## config.mk

```make
export PLATFORM = sky130hd
export DESIGN_NAME = sd_spi_card_command_engine
export DESIGN_NICKNAME = d
export VERILOG_FILES = /design/src/rtl/core/sdcmd_pkg.sv /design/src/rtl/core/sd_spi_card_command_engine.sv
export SDC_FILE = /design/constraint.sdc
export NUM_CORES = 1
export LEC_CHECK = 0
export ABC_AREA = 1
export BUFFER_PORTS_ARGS = -buffer_cell sky130_fd_sc_hd__buf_4
export CAP_MARGIN = 10
export CORE_AREA = 5 5 182 184
export DETAILED_ROUTE_END_ITERATION = 7
export DIE_AREA = 0 0 187 189
export HOLD_SLACK_MARGIN = 0.12
export PLACE_DENSITY = 0.78
export SLEW_MARGIN = 10
export SYNTH_ARGS = -nofsm -noshare
export SYNTH_HDL_FRONTEND = slang
export SYNTH_SLANG_ARGS = --single-unit
```

## constraint.sdc

```tcl
create_clock -name aclk -period 6 [get_ports aclk]
set_clock_uncertainty 0.05 [all_clocks]
set_input_delay 1.2 -clock aclk [delete_from_list [all_inputs] [get_ports aclk]]
set_output_delay 1.2 -clock aclk [all_outputs]
set_load 0.05 [all_outputs]
```

## src/rtl/core/sdcmd_pkg.sv

```systemverilog
// shared types and constants for the sd spi command engine
package sdcmd_pkg;

    localparam int unsigned BLOCK_WITH_CRC = 514;

    typedef enum logic [1:0] {
        CMD_BYTE  = 2'd0,
        CMD_INIT  = 2'd1,
        CMD_READ  = 2'd2,
        CMD_BYTE3 = 2'd3
    } command_t;

    typedef enum logic [2:0] {
        CFG_READY_TIMEOUT  = 3'd0,
        CFG_RESPONSE_TRIES = 3'd1,
        CFG_INIT_TRIES     = 3'd2,
        CFG_TOKEN_TIMEOUT  = 3'd3,
        CFG_DUMMY_CLOCKS   = 3'd4
    } cfg_index_t;

    typedef enum logic [3:0] {
        PH_IDLE, PH_DUMMY, PH_RDY_DISCARD, PH_RDY_POLL, PH_FRAME,
        PH_RESP, PH_TRAIL, PH_TOKEN, PH_DATA
    } phase_t;

    typedef enum logic [3:0] {
        RT_NONE, RT_CMD0, RT_CMD8, RT_A41V2, RT_CMD58, RT_PROBE,
        RT_LOOP1, RT_CMD16, RT_CMD17
    } ret_t;

    localparam logic [7:0] C_CMD0   = 8'h40;
    localparam logic [7:0] C_CMD1   = 8'h41;
    localparam logic [7:0] C_CMD8   = 8'h48;
    localparam logic [7:0] C_CMD16  = 8'h50;
    localparam logic [7:0] C_CMD17  = 8'h51;
    localparam logic [7:0] C_CMD55  = 8'h77;
    localparam logic [7:0] C_CMD58  = 8'h7A;
    localparam logic [7:0] C_ACMD41 = 8'hE9;

    localparam logic [1:0] ST_OK      = 2'd0;
    localparam logic [1:0] ST_RD_ERR  = 2'd1;
    localparam logic [1:0] ST_NO_INIT = 2'd2;

endpackage

```

## src/rtl/core/sd_spi_card_command_engine.sv

```systemverilog
// each result is registered in the cycle after its request is taken and held in an output register
// throughput: one request per cycle; a new request waits while an unread result is held
// a request advances one step of the card sequencer; no loops over cycles
// reset: synchronous active low aresetn, sequencer idle, no card, configuration registers at defaults
// the user must write configuration only while idle; the block itself does not enforce this
module sd_spi_card_command_engine
    import sdcmd_pkg::*;
(
    input  logic        aclk,
    input  logic        aresetn,
    input  logic        cfg_valid,
    output logic        cfg_ready,
    input  logic [2:0]  cfg_index,
    input  logic [15:0] cfg_data,
    input  logic        s_valid,
    output logic        s_ready,
    input  logic [1:0]  s_command,
    input  logic [7:0]  s_rx_byte,
    input  logic [31:0] s_sector,
    input  logic [9:0]  s_offset,
    input  logic [9:0]  s_count,
    output logic        m_valid,
    input  logic        m_ready,
    output logic [7:0]  m_tx_byte,
    output logic        m_select_low,
    output logic [7:0]  m_data_byte,
    output logic        m_data_valid,
    output logic        m_done_res,
    output logic [1:0]  m_status,
    output logic [2:0]  m_card_kind
);

    logic [15:0] ready_timeout_reg, init_tries_reg, token_timeout_reg;
    logic [7:0]  response_tries_reg, dummy_clocks_reg;

    phase_t      phase_reg, phase_next;
    ret_t        ret_reg, ret_next;
    logic [15:0] poll_reg, poll_next, retry_reg, retry_next;
    logic [2:0]  fidx_reg, fidx_next;
    logic [7:0]  cidx_reg, cidx_next;
    logic [31:0] carg_reg, carg_next, ocr_reg, ocr_next;
    logic [2:0]  ctype_reg, ctype_next;
    logic [9:0]  bpos_reg, bpos_next, skip_reg, skip_next, dlv_reg, dlv_next;

    logic [7:0] o_tx;
    logic       o_sel, o_dv, o_done;
    logic [7:0] o_db;
    logic [1:0] o_st;

    logic accept;
    assign cfg_ready = 1'b1;
    assign s_ready   = !m_valid || m_ready;
    assign accept    = s_valid && s_ready;

    always_ff @(posedge aclk) begin
        if (!aresetn) begin
            ready_timeout_reg  <= 16'd2500;
            response_tries_reg <= 8'd10;
            init_tries_reg     <= 16'd25000;
            token_timeout_reg  <= 16'd1000;
            dummy_clocks_reg   <= 8'd50;
        end else if (cfg_valid) begin
            case (cfg_index)
                CFG_READY_TIMEOUT:  ready_timeout_reg  <= cfg_data;
                CFG_RESPONSE_TRIES: response_tries_reg <= cfg_data[7:0];
                CFG_INIT_TRIES:     init_tries_reg     <= cfg_data;
                CFG_TOKEN_TIMEOUT:  token_timeout_reg  <= cfg_data;
                CFG_DUMMY_CLOCKS:   dummy_clocks_reg   <= cfg_data[7:0];
                default: ;
            endcase
        end
    end

    function automatic logic [15:0] at1(input logic [15:0] v);
        return (v == 16'd0) ? 16'd1 : v;
    endfunction

    always_comb begin
        logic        pre;
        logic [7:0]  c;
        logic [31:0] a;
        logic [2:0]  fi;
        logic [7:0]  res;
        logic        do_complete, do_resume, do_loop1, do_trail;
        logic [15:0] rdec;
        logic [9:0]  skip_sat, room;
        logic [31:0] ocr_sh;
        phase_next = phase_reg; ret_next = ret_reg; poll_next = poll_reg;
        retry_next = retry_reg; fidx_next = fidx_reg; cidx_next = cidx_reg;
        carg_next = carg_reg; ocr_next = ocr_reg; ctype_next = ctype_reg;
        bpos_next = bpos_reg; skip_next = skip_reg; dlv_next = dlv_reg;
        o_tx = 8'hFF; o_sel = 1'b0; o_db = 8'h00; o_dv = 1'b0; o_done = 1'b0;
        o_st = ST_OK;
        do_complete = 1'b0; do_resume = 1'b0; do_loop1 = 1'b0; do_trail = 1'b0;
        res = s_rx_byte;
        rdec = retry_reg;
        fi = fidx_reg + 3'd1;
        pre = cidx_reg[7];
        c = pre ? C_CMD55 : cidx_reg;
        a = pre ? 32'd0 : carg_reg;
        skip_sat = (s_offset > 10'(BLOCK_WITH_CRC)) ? 10'(BLOCK_WITH_CRC) : s_offset;
        room = 10'(BLOCK_WITH_CRC) - skip_sat;
        ocr_sh = {ocr_reg[23:0], s_rx_byte};
        case (s_command)
            CMD_INIT: begin
                ctype_next = 3'd0;
                poll_next = at1({8'd0, dummy_clocks_reg});
                phase_next = PH_DUMMY;
            end
            CMD_READ: begin
                if (ctype_reg == 3'd0) begin
                    phase_next = PH_IDLE; o_done = 1'b1; o_st = ST_NO_INIT;
                end else begin
                    skip_next = skip_sat;
                    dlv_next = (s_count > room) ? room : s_count;
                    cidx_next = C_CMD17; carg_next = s_sector; ret_next = RT_CMD17;
                    phase_next = PH_RDY_DISCARD; o_sel = 1'b1;
                end
            end
            default: begin
                case (phase_reg)
                    PH_DUMMY: begin
                        if (poll_reg <= 16'd1) begin
                            cidx_next = C_CMD0; carg_next = '0; ret_next = RT_CMD0;
                            phase_next = PH_RDY_DISCARD; o_sel = 1'b1;
                        end else poll_next = poll_reg - 16'd1;
                    end
                    PH_RDY_DISCARD: begin
                        phase_next = PH_RDY_POLL; poll_next = at1(ready_timeout_reg);
                        o_sel = 1'b1;
                    end
                    PH_RDY_POLL: begin
                        if (s_rx_byte == 8'hFF) begin
                            phase_next = PH_FRAME; fidx_next = 3'd0; o_tx = c; o_sel = 1'b1;
                        end else if (poll_reg <= 16'd1) begin
                            do_complete = 1'b1; res = 8'hFF;
                        end else begin
                            poll_next = poll_reg - 16'd1; o_sel = 1'b1;
                        end
                    end
                    PH_FRAME: begin
                        fidx_next = fi; o_sel = 1'b1;
                        case (fi)
                            3'd1: o_tx = a[31:24];
                            3'd2: o_tx = a[23:16];
                            3'd3: o_tx = a[15:8];
                            3'd4: o_tx = a[7:0];
                            3'd5: o_tx = (c == C_CMD0) ? 8'h95 :
                                         (c == C_CMD8) ? 8'h87 : 8'h01;
                            default: begin
                                o_tx = 8'hFF; phase_next = PH_RESP;
                                poll_next = at1({8'd0, response_tries_reg});
                            end
                        endcase
                    end
                    PH_RESP: begin
                        if (!s_rx_byte[7] || poll_reg <= 16'd1) do_complete = 1'b1;
                        else begin
                            poll_next = poll_reg - 16'd1; o_sel = 1'b1;
                        end
                    end
                    PH_TRAIL: begin
                        ocr_next = ocr_sh; fidx_next = fi;
                        if (fi < 3'd4) o_sel = 1'b1;
                        else do_trail = 1'b1;
                    end
                    PH_TOKEN: begin
                        if (s_rx_byte == 8'hFE) begin
                            phase_next = PH_DATA; bpos_next = '0; o_sel = 1'b1;
                        end else if (s_rx_byte != 8'hFF || poll_reg <= 16'd1) begin
                            phase_next = PH_IDLE; o_done = 1'b1; o_st = ST_RD_ERR;
                        end else begin
                            poll_next = poll_reg - 16'd1; o_sel = 1'b1;
                        end
                    end
                    PH_DATA: begin
                        bpos_next = bpos_reg + 10'd1;
                        if (skip_reg != 10'd0) skip_next = skip_reg - 10'd1;
                        else if (dlv_reg != 10'd0) begin
                            dlv_next = dlv_reg - 10'd1; o_db = s_rx_byte; o_dv = 1'b1;
                        end
                        if (bpos_next >= 10'(BLOCK_WITH_CRC)) begin
                            phase_next = PH_IDLE; o_done = 1'b1;
                        end else o_sel = 1'b1;
                    end
                    default: phase_next = PH_IDLE;
                endcase
            end
        endcase

        if (do_complete) begin
            if (pre && res <= 8'd1) begin
                cidx_next = {1'b0, cidx_reg[6:0]}; phase_next = PH_RDY_DISCARD;
                o_sel = 1'b1;
            end else do_resume = 1'b1;
        end

        if (do_trail) begin
            if (ret_reg == RT_CMD8) begin
                if (ocr_sh[15:8] == 8'h01 && ocr_sh[7:0] == 8'hAA) begin
                    retry_next = init_tries_reg;
                    if (init_tries_reg == 16'd0) begin
                        ctype_next = 3'd0; phase_next = PH_IDLE; o_done = 1'b1;
                        o_st = ST_NO_INIT;
                    end else begin
                        cidx_next = C_ACMD41; carg_next = 32'h4000_0000;
                        ret_next = RT_A41V2; phase_next = PH_RDY_DISCARD; o_sel = 1'b1;
                    end
                end else begin
                    ctype_next = 3'd0; phase_next = PH_IDLE; o_done = 1'b1;
                    o_st = ST_NO_INIT;
                end
            end else begin
                ctype_next = ocr_sh[30] ? 3'd4 : 3'd3; phase_next = PH_IDLE;
                o_done = 1'b1;
            end
        end

        if (do_resume) begin
            case (ret_reg)
                RT_CMD0: begin
                    if (res == 8'd1) begin
                        cidx_next = C_CMD8; carg_next = 32'h1AA; ret_next = RT_CMD8;
                        phase_next = PH_RDY_DISCARD; o_sel = 1'b1;
                    end else begin
                        ctype_next = 3'd0; phase_next = PH_IDLE; o_done = 1'b1;
                        o_st = ST_NO_INIT;
                    end
                end
                RT_CMD8: begin
                    if (res == 8'd1) begin
                        phase_next = PH_TRAIL; fidx_next = '0; ocr_next = '0;
                        o_sel = 1'b1;
                    end else begin
                        cidx_next = C_ACMD41; carg_next = '0; ret_next = RT_PROBE;
                        phase_next = PH_RDY_DISCARD; o_sel = 1'b1;
                    end
                end
                RT_A41V2: begin
                    if (res == 8'd0) begin
                        cidx_next = C_CMD58; carg_next = '0; ret_next = RT_CMD58;
                        phase_next = PH_RDY_DISCARD; o_sel = 1'b1;
                    end else begin
                        rdec = (retry_reg != 16'd0) ? retry_reg - 16'd1 : retry_reg;
                        retry_next = rdec;
                        if (rdec == 16'd0) begin
                            ctype_next = 3'd0; phase_next = PH_IDLE; o_done = 1'b1;
                            o_st = ST_NO_INIT;
                        end else begin
                            cidx_next = C_ACMD41; carg_next = 32'h4000_0000;
                            ret_next = RT_A41V2; phase_next = PH_RDY_DISCARD;
                            o_sel = 1'b1;
                        end
                    end
                end
                RT_CMD58: begin
                    if (res == 8'd0) begin
                        phase_next = PH_TRAIL; fidx_next = '0; ocr_next = '0;
                        o_sel = 1'b1;
                    end else begin
                        ctype_next = 3'd0; phase_next = PH_IDLE; o_done = 1'b1;
                        o_st = ST_NO_INIT;
                    end
                end
                RT_PROBE: begin
                    ocr_next = (res <= 8'd1) ? 32'd2 : 32'd1;
                    rdec = init_tries_reg; retry_next = rdec; do_loop1 = 1'b1;
                end
                RT_LOOP1: begin
                    if (res == 8'd0) begin
                        cidx_next = C_CMD16; carg_next = 32'd512; ret_next = RT_CMD16;
                        phase_next = PH_RDY_DISCARD; o_sel = 1'b1;
                    end else begin
                        rdec = (retry_reg != 16'd0) ? retry_reg - 16'd1 : retry_reg;
                        retry_next = rdec; do_loop1 = 1'b1;
                    end
                end
                RT_CMD16: begin
                    if (res == 8'd0) ctype_next = ocr_reg[2:0];
                    else begin
                        ctype_next = 3'd0; o_st = ST_NO_INIT;
                    end
                    phase_next = PH_IDLE; o_done = 1'b1;
                end
                RT_CMD17: begin
                    if (res == 8'd0) begin
                        phase_next = PH_TOKEN; poll_next = at1(token_timeout_reg);
                        o_sel = 1'b1;
                    end else begin
                        phase_next = PH_IDLE; o_done = 1'b1; o_st = ST_RD_ERR;
                    end
                end
                default: begin
                    phase_next = PH_IDLE; o_done = 1'b1;
                end
            endcase
        end

        if (do_loop1) begin
            if (rdec == 16'd0) begin
                ctype_next = 3'd0; phase_next = PH_IDLE; o_done = 1'b1;
                o_st = ST_NO_INIT;
            end else begin
                cidx_next = (ocr_next == 32'd2) ? C_ACMD41 : C_CMD1; carg_next = '0;
                ret_next = RT_LOOP1; phase_next = PH_RDY_DISCARD; o_sel = 1'b1;
            end
        end
    end

    always_ff @(posedge aclk) begin
        if (!aresetn) begin
            phase_reg <= PH_IDLE; ret_reg <= RT_NONE; poll_reg <= '0; retry_reg <= '0;
            fidx_reg <= '0; cidx_reg <= '0; carg_reg <= '0; ocr_reg <= '0;
            ctype_reg <= '0; bpos_reg <= '0; skip_reg <= '0; dlv_reg <= '0;
            m_valid <= 1'b0;
        end else begin
            if (accept) begin
                phase_reg <= phase_next; ret_reg <= ret_next; poll_reg <= poll_next;
                retry_reg <= retry_next; fidx_reg <= fidx_next; cidx_reg <= cidx_next;
                carg_reg <= carg_next; ocr_reg <= ocr_next; ctype_reg <= ctype_next;
                bpos_reg <= bpos_next; skip_reg <= skip_next; dlv_reg <= dlv_next;
                m_valid <= 1'b1;
            end else if (m_ready) begin
                m_valid <= 1'b0;
            end
        end
    end

    always_ff @(posedge aclk) begin
        if (accept) begin
            m_tx_byte <= o_tx; m_select_low <= o_sel; m_data_byte <= o_db;
            m_data_valid <= o_dv; m_done_res <= o_done; m_status <= o_st;
            m_card_kind <= ctype_next;
        end
    end

    a_done_deselect: assert property (@(posedge aclk) disable iff (!aresetn)
        m_valid && m_done_res |-> !m_select_low && m_tx_byte == 8'hFF)
        else $error("done result without release byte");
    a_idle_after_done: assert property (@(posedge aclk) disable iff (!aresetn)
        accept && o_done |=> phase_reg == PH_IDLE)
        else $error("sequencer not idle after done");
    a_data_in_read: assert property (@(posedge aclk) disable iff (!aresetn)
        accept && o_dv |-> phase_reg == PH_DATA)
        else $error("data delivered outside block read");

endmodule
```

# After elaboration in Yosys (flattened, before gate mapping)
# Cells that the tools add are included.
totals:
  inputBits: 86
  wordCells: 361
  regBits: 237
  output_inout_bits: 27
classes:
  n_addsub: 7
  n_reduce_logical: 46
  n_bitwise: 4
  eq_ne: 39
  n_lt_le_gt_ge: 6
  muxes: 234
op_table:
  columns: ["op", "count"]
  rows:
  - ["$mux 32", 21]
  - ["$mux 16", 19]
  - ["$mux 8", 27]
  - ["$pmux 32 s4", 1]
  - ["$mux 4", 29]
  - ["$mux 10", 10]
  - ["$pmux 16 s2", 3]
  - ["$pmux 16 s6", 1]
  - ["$pmux 32 s3", 1]
  - ["$logic_not 16->1", 5]
  - ["$mux 3", 22]
  - ["$pmux 32 s2", 1]
  - ["$pmux 10 s2", 3]
  - ["$pmux 4 s7", 2]
  - ["$mux 1", 53]
  - ["$mux 2", 20]
  - ["$pmux 8 s5", 1]
  - ["$eq 32x2->1 const B", 1]
  - ["$eq 4x3->1 const B", 8]
  - ["$pmux 8 s2", 2]
  - ["$pmux 8 s4", 1]
  - ["$sub 16x1->16 const B", 2]
  - ["$eq 8x8->1 const B", 3]
  - ["$logic_not 8->1", 3]
  - ["other kinds (49)", 97]

# Depth between registers and ports, before layout
depth:
  ltp_word: 19
  ltp_mapped: 23

# Least setup slack after synthesis
# No wires, ideal clock.
synth_path:
  path_kind: "input port to flip-flop"
  from: "input port s_offset[2]"
  to: "register dlv_reg[7]"
  t_arrival_ns: 4.257
  cell_stages: 22
  required_ns: 5.811
  setup_ns: 0.139
  n_path_buf: 1
  setup_slack_ns: 1.554
  path_cell_list: "inv_1 nand2_1 nor2_1 inv_1 o21ai_0 inv_1 or2_2 ha_1 nor2_1 nand3_1 nor2_1 nand2_1 xor2_1 ha_1 nand2_1 nor3_1 nand4_1 nand2_1 clkinv_1 clkbuf_1 o211ai_1 a221oi_1"
synth_between:
  elab_chain_len: 7
synth_lines:
  columns: ["item", "line", "text"]
  rows:
  - ["start, declared", "sd_spi_card_command_engine.sv:20", "input logic [9:0] s_offset,"]
  - ["$gt 10x10->1", "sd_spi_card_command_engine.sv:101", "skip_sat = (s_offset > 10'(BLOCK_WITH_CRC)) ? 10'(BLOCK_WITH_CRC) : s_offset;"]
  - ["$mux 10 *", "sd_spi_card_command_engine.sv:101", null]
  - ["$sub 10x10->10 *", "sd_spi_card_command_engine.sv:102", "room = 10'(BLOCK_WITH_CRC) - skip_sat;"]
  - ["$gt 10x10->1", "sd_spi_card_command_engine.sv:115", "dlv_next = (s_count > room) ? room : s_count;"]
  - ["$mux 10 *", "sd_spi_card_command_engine.sv:115", null]
  - ["$mux 10 *", "sd_spi_card_command_engine.sv:111", "if (ctype_reg == 3'd0) begin"]
  - ["$pmux 10 s2 *", "sd_spi_card_command_engine.sv:104", "case (s_command)"]
  - ["end signal, assigned", "sd_spi_card_command_engine.sv:321", "bpos_reg <= bpos_next; skip_reg <= skip_next; dlv_reg <= dlv_next;"]
  - ["end, declared", "sd_spi_card_command_engine.sv:43", "logic [9:0] bpos_reg, bpos_next, skip_reg, skip_next, dlv_reg, dlv_next;"]
# Mark *: on every way between the ends. The rest lies on a longest branch, timed or not. The select of a mux whose other input is x is not followed.
# A chain may end at the register's enable or synchronous reset.

# Worst setup path after layout
layout_path:
  from: "input port s_offset[2]"
  to: "register dlv_reg[5]"
# Same word-level chain as after synthesis.

==> metrics.txt <==
H-tree depth=1; Crit path depth=23; Root Buffer=clkbuf_16; cell area after synthesis=15700 um^2; worst setup margin=between 1 and 1.5 ns; worst skew pair latency=around 0.56 ns; sequential-to-total area share from yosys stat=0.318; num ports=113; largest net degree at the start of global routing=roughly 120; Critical Path RT=6.38 ns; share of cells above drive strength 1=0.0965; vias in the first global route=15900; Final Power=roughly 4.3 mW; Antenna diodes=0; CP delay by family, top=simple AND/OR/NAND/NOR gates; max_cap viols=0; fmax=~210 MHz; fraction of registers with async set/reset=0; crit start category=input pin; ys flop type=dfxtp_1; DR WL/cell=approximately 17 um; clock sinks=237; RSZ-0062 raised after global routing=false; fin cells=approximately 2900; FP Rows=65; Layout area overhead=11.7%; Power per Cell Area=244 nW/um^2; setup violators final=0; Slew Limit Fails=0; Placer Congestion=approximately 1.0; Post-Synthesis Net Count=between 2000 and 3000; DRT antenna net count=0; cell with the most instances after synthesis=nand2_1; synthesis-stage register bit count=between 200 and 250; Die ar.=approximately 35000 um^2; Buf+Inv Stages, Crit Path=5; critical-path maximum fanout=18; Post-CTS Setup Inserts=0; Max VDD drop=0.235 mV; Post-Layout Inst Area=about 18000 um^2; most frequent CP cell=nand2_1; crit path DAT=5.19 ns; Total GRT Usage=0.271; final cell utilization of the core=0.560; Worst slew margin=0.197; drt total wl=~50000 um; Via Count=17100; Cells after DPL=between 2000 and 3000; final hold violation count=0; CP max stage delay=roughly 0.47 ns; top cell type's share of synthesized area=0.272; Syn Inst Count=2419; Final Net Count=between 2000 and 3000; # DRC=0; pre-CTS setup slack=0.762 ns; status=completed; R2R cell count=18; initial antenna violation count=0; crit path kind=input pin to flop; Worst Tran Pin Value=between 1 and 1.5 ns; Critical-path top delay cell=o21ai_0; fin crit period=a little under 5 ns; top cells by area, synth=dfxtp_1 27%, nand2_1 11%, o21ai_0 9.9%, inv_1 7.7%, a21oi_1 6.1%; Via-to-Cell Ratio=a little under 6; total core area=roughly 31000 um^2; CTS max path bufs=3; Yosys cell types=67; crit-path cells=buf_4, inv_1, nand2_1, nor2_1, inv_1, o21ai_0, inv_1, or2_2, ha_1, nor2_1, nand3_1, nor2_1, nand2_1, xor2_1, ha_1, nand2_1, nor3_1, nand4_1, nand2_1, clkinv_1, a21oi_1, o21ai_0, a221oi_1; Hold-fix buffers, CTS=0; Port Buffers=between 100 and 150; leak pwr=~7.4 nW; initial core utilization=0.502; synthesized area per cell=between 6 and 7 um^2; fillcell total=just over 3000; Worst Hold Depth=2; most frequent cells after synthesis=458 x nand2_1, 323 x inv_1, 309 x o21ai_0, 213 x dfxtp_1, 204 x nor2_1; first-pass GRT wire length=~81000 um; Cell Area, Placed=roughly 17000 um^2; Setup TNS Final=0 ns; cell accounting for the most synthesized area=dfxtp_1; CTS buffer count=28; min-delay worst type=flop to flop; period utilization=0.800; post-CTS sizing=0; worst hold margin=approximately 0.41 ns; drt first pass iters=6; DR iter-0 viols=1831; Die Wd=187 um; CP endpoint kind=flop; CTS tree=done; gr ovfl total=0; Vert. Die Dim=189 um; Yosys warnings=0; post-DP HPWL=around 36000 um; clock slew at the register clock pins of the worst setup and hold paths=approximately 0.060 ns; Post-synth EDFFs=24
[final cells by class]
class                   count  area [um^2]  share of cell area
clock inverters            16          171             0.00979
flip-flops and latches    237         4980               0.285
inverters                 339         1280              0.0729
well taps                 402          503              0.0287
clock buffers              36          772              0.0441
repair buffers            124          931              0.0532
multi-input cells        1725         8860               0.506
[worst register-to-register path, delay by kind of cell (launching register included)]
family	cells	cell delay, ns
simple gates	12	1.88
compound gates	2	0.66
buf+inv	3	0.63
flops	1	0.43
fa+ha+maj	1	0.29
[power breakdown]
part,switching [mW],total (mW),internal (mW)
sequential,0.0569,1.72,1.66
combinational,0.547,0.806,0.258
clock,0.716,1.76,1.04
total,1.32,4.28,2.96
[metal layers]
metal,wire length (um),share of wire,global-route usage
met5,0,0,0
met4,2030,0.040,0.102
met3,4920,0.098,0.0522
met2,21900,0.44,0.431
met1,21400,0.43,0.368
[final timing paths]
check	startpoint	endpoint	slack (ns)
worst max-delay path	s_offset[2]	dlv_reg[5]	1.20
worst max register to register	poll_reg[0]	cidx_reg[3]	1.97
worst min-delay path	carg_reg[13]	carg_reg[13]	0.41
worst min register to register	carg_reg[13]	carg_reg[13]	0.41
[cells by family (layout without fill, tap and decap cells)]
logic type / count (synthesis) / after routing / share of synthesized area
AOI/OAI and AO/OA: 661 / 661 / 0.240
xor gates and xnor gates: 23 / 23 / 0.0129
adders and majority gates: 26 / 26 / 0.0208
buffers and inverters: 457 / 515 / 0.117
DFF: 237 / 237 / 0.318
other: 1 / 1 / 0.000239
and+or+nand+nor: 1014 / 1014 / 0.291
[placed cells by master, fill, tap and decap left out, types with 7 or more instances in the layout]
cell type / synthesis / routed
dfxtp_1: 213 / 213
nor4_1: 10 / 10
nor3_1: 51 / 51
clkinv_1: 3 / 7
a221oi_1: 26 / 26
clkbuf_16: 0 / 29
a211oi_1: 11 / 11
or2_2: 13 / 13
nand2_2: 9 / 9
a21oi_1: 191 / 191
edfxtp_1: 24 / 24
o2111ai_1: 10 / 10
a22oi_1: 10 / 10
nand2_1: 458 / 457
inv_2: 12 / 12
nor2_1: 204 / 203
o211ai_1: 40 / 40
nand3_1: 161 / 161
o22ai_1: 17 / 17
ha_1: 26 / 26
nand4_1: 69 / 69
nor2_2: 10 / 11
buf_4: 2 / 124
o21ai_0: 309 / 309
xor2_1: 19 / 19
inv_1: 323 / 322
(Power assumes the default switching activity.)
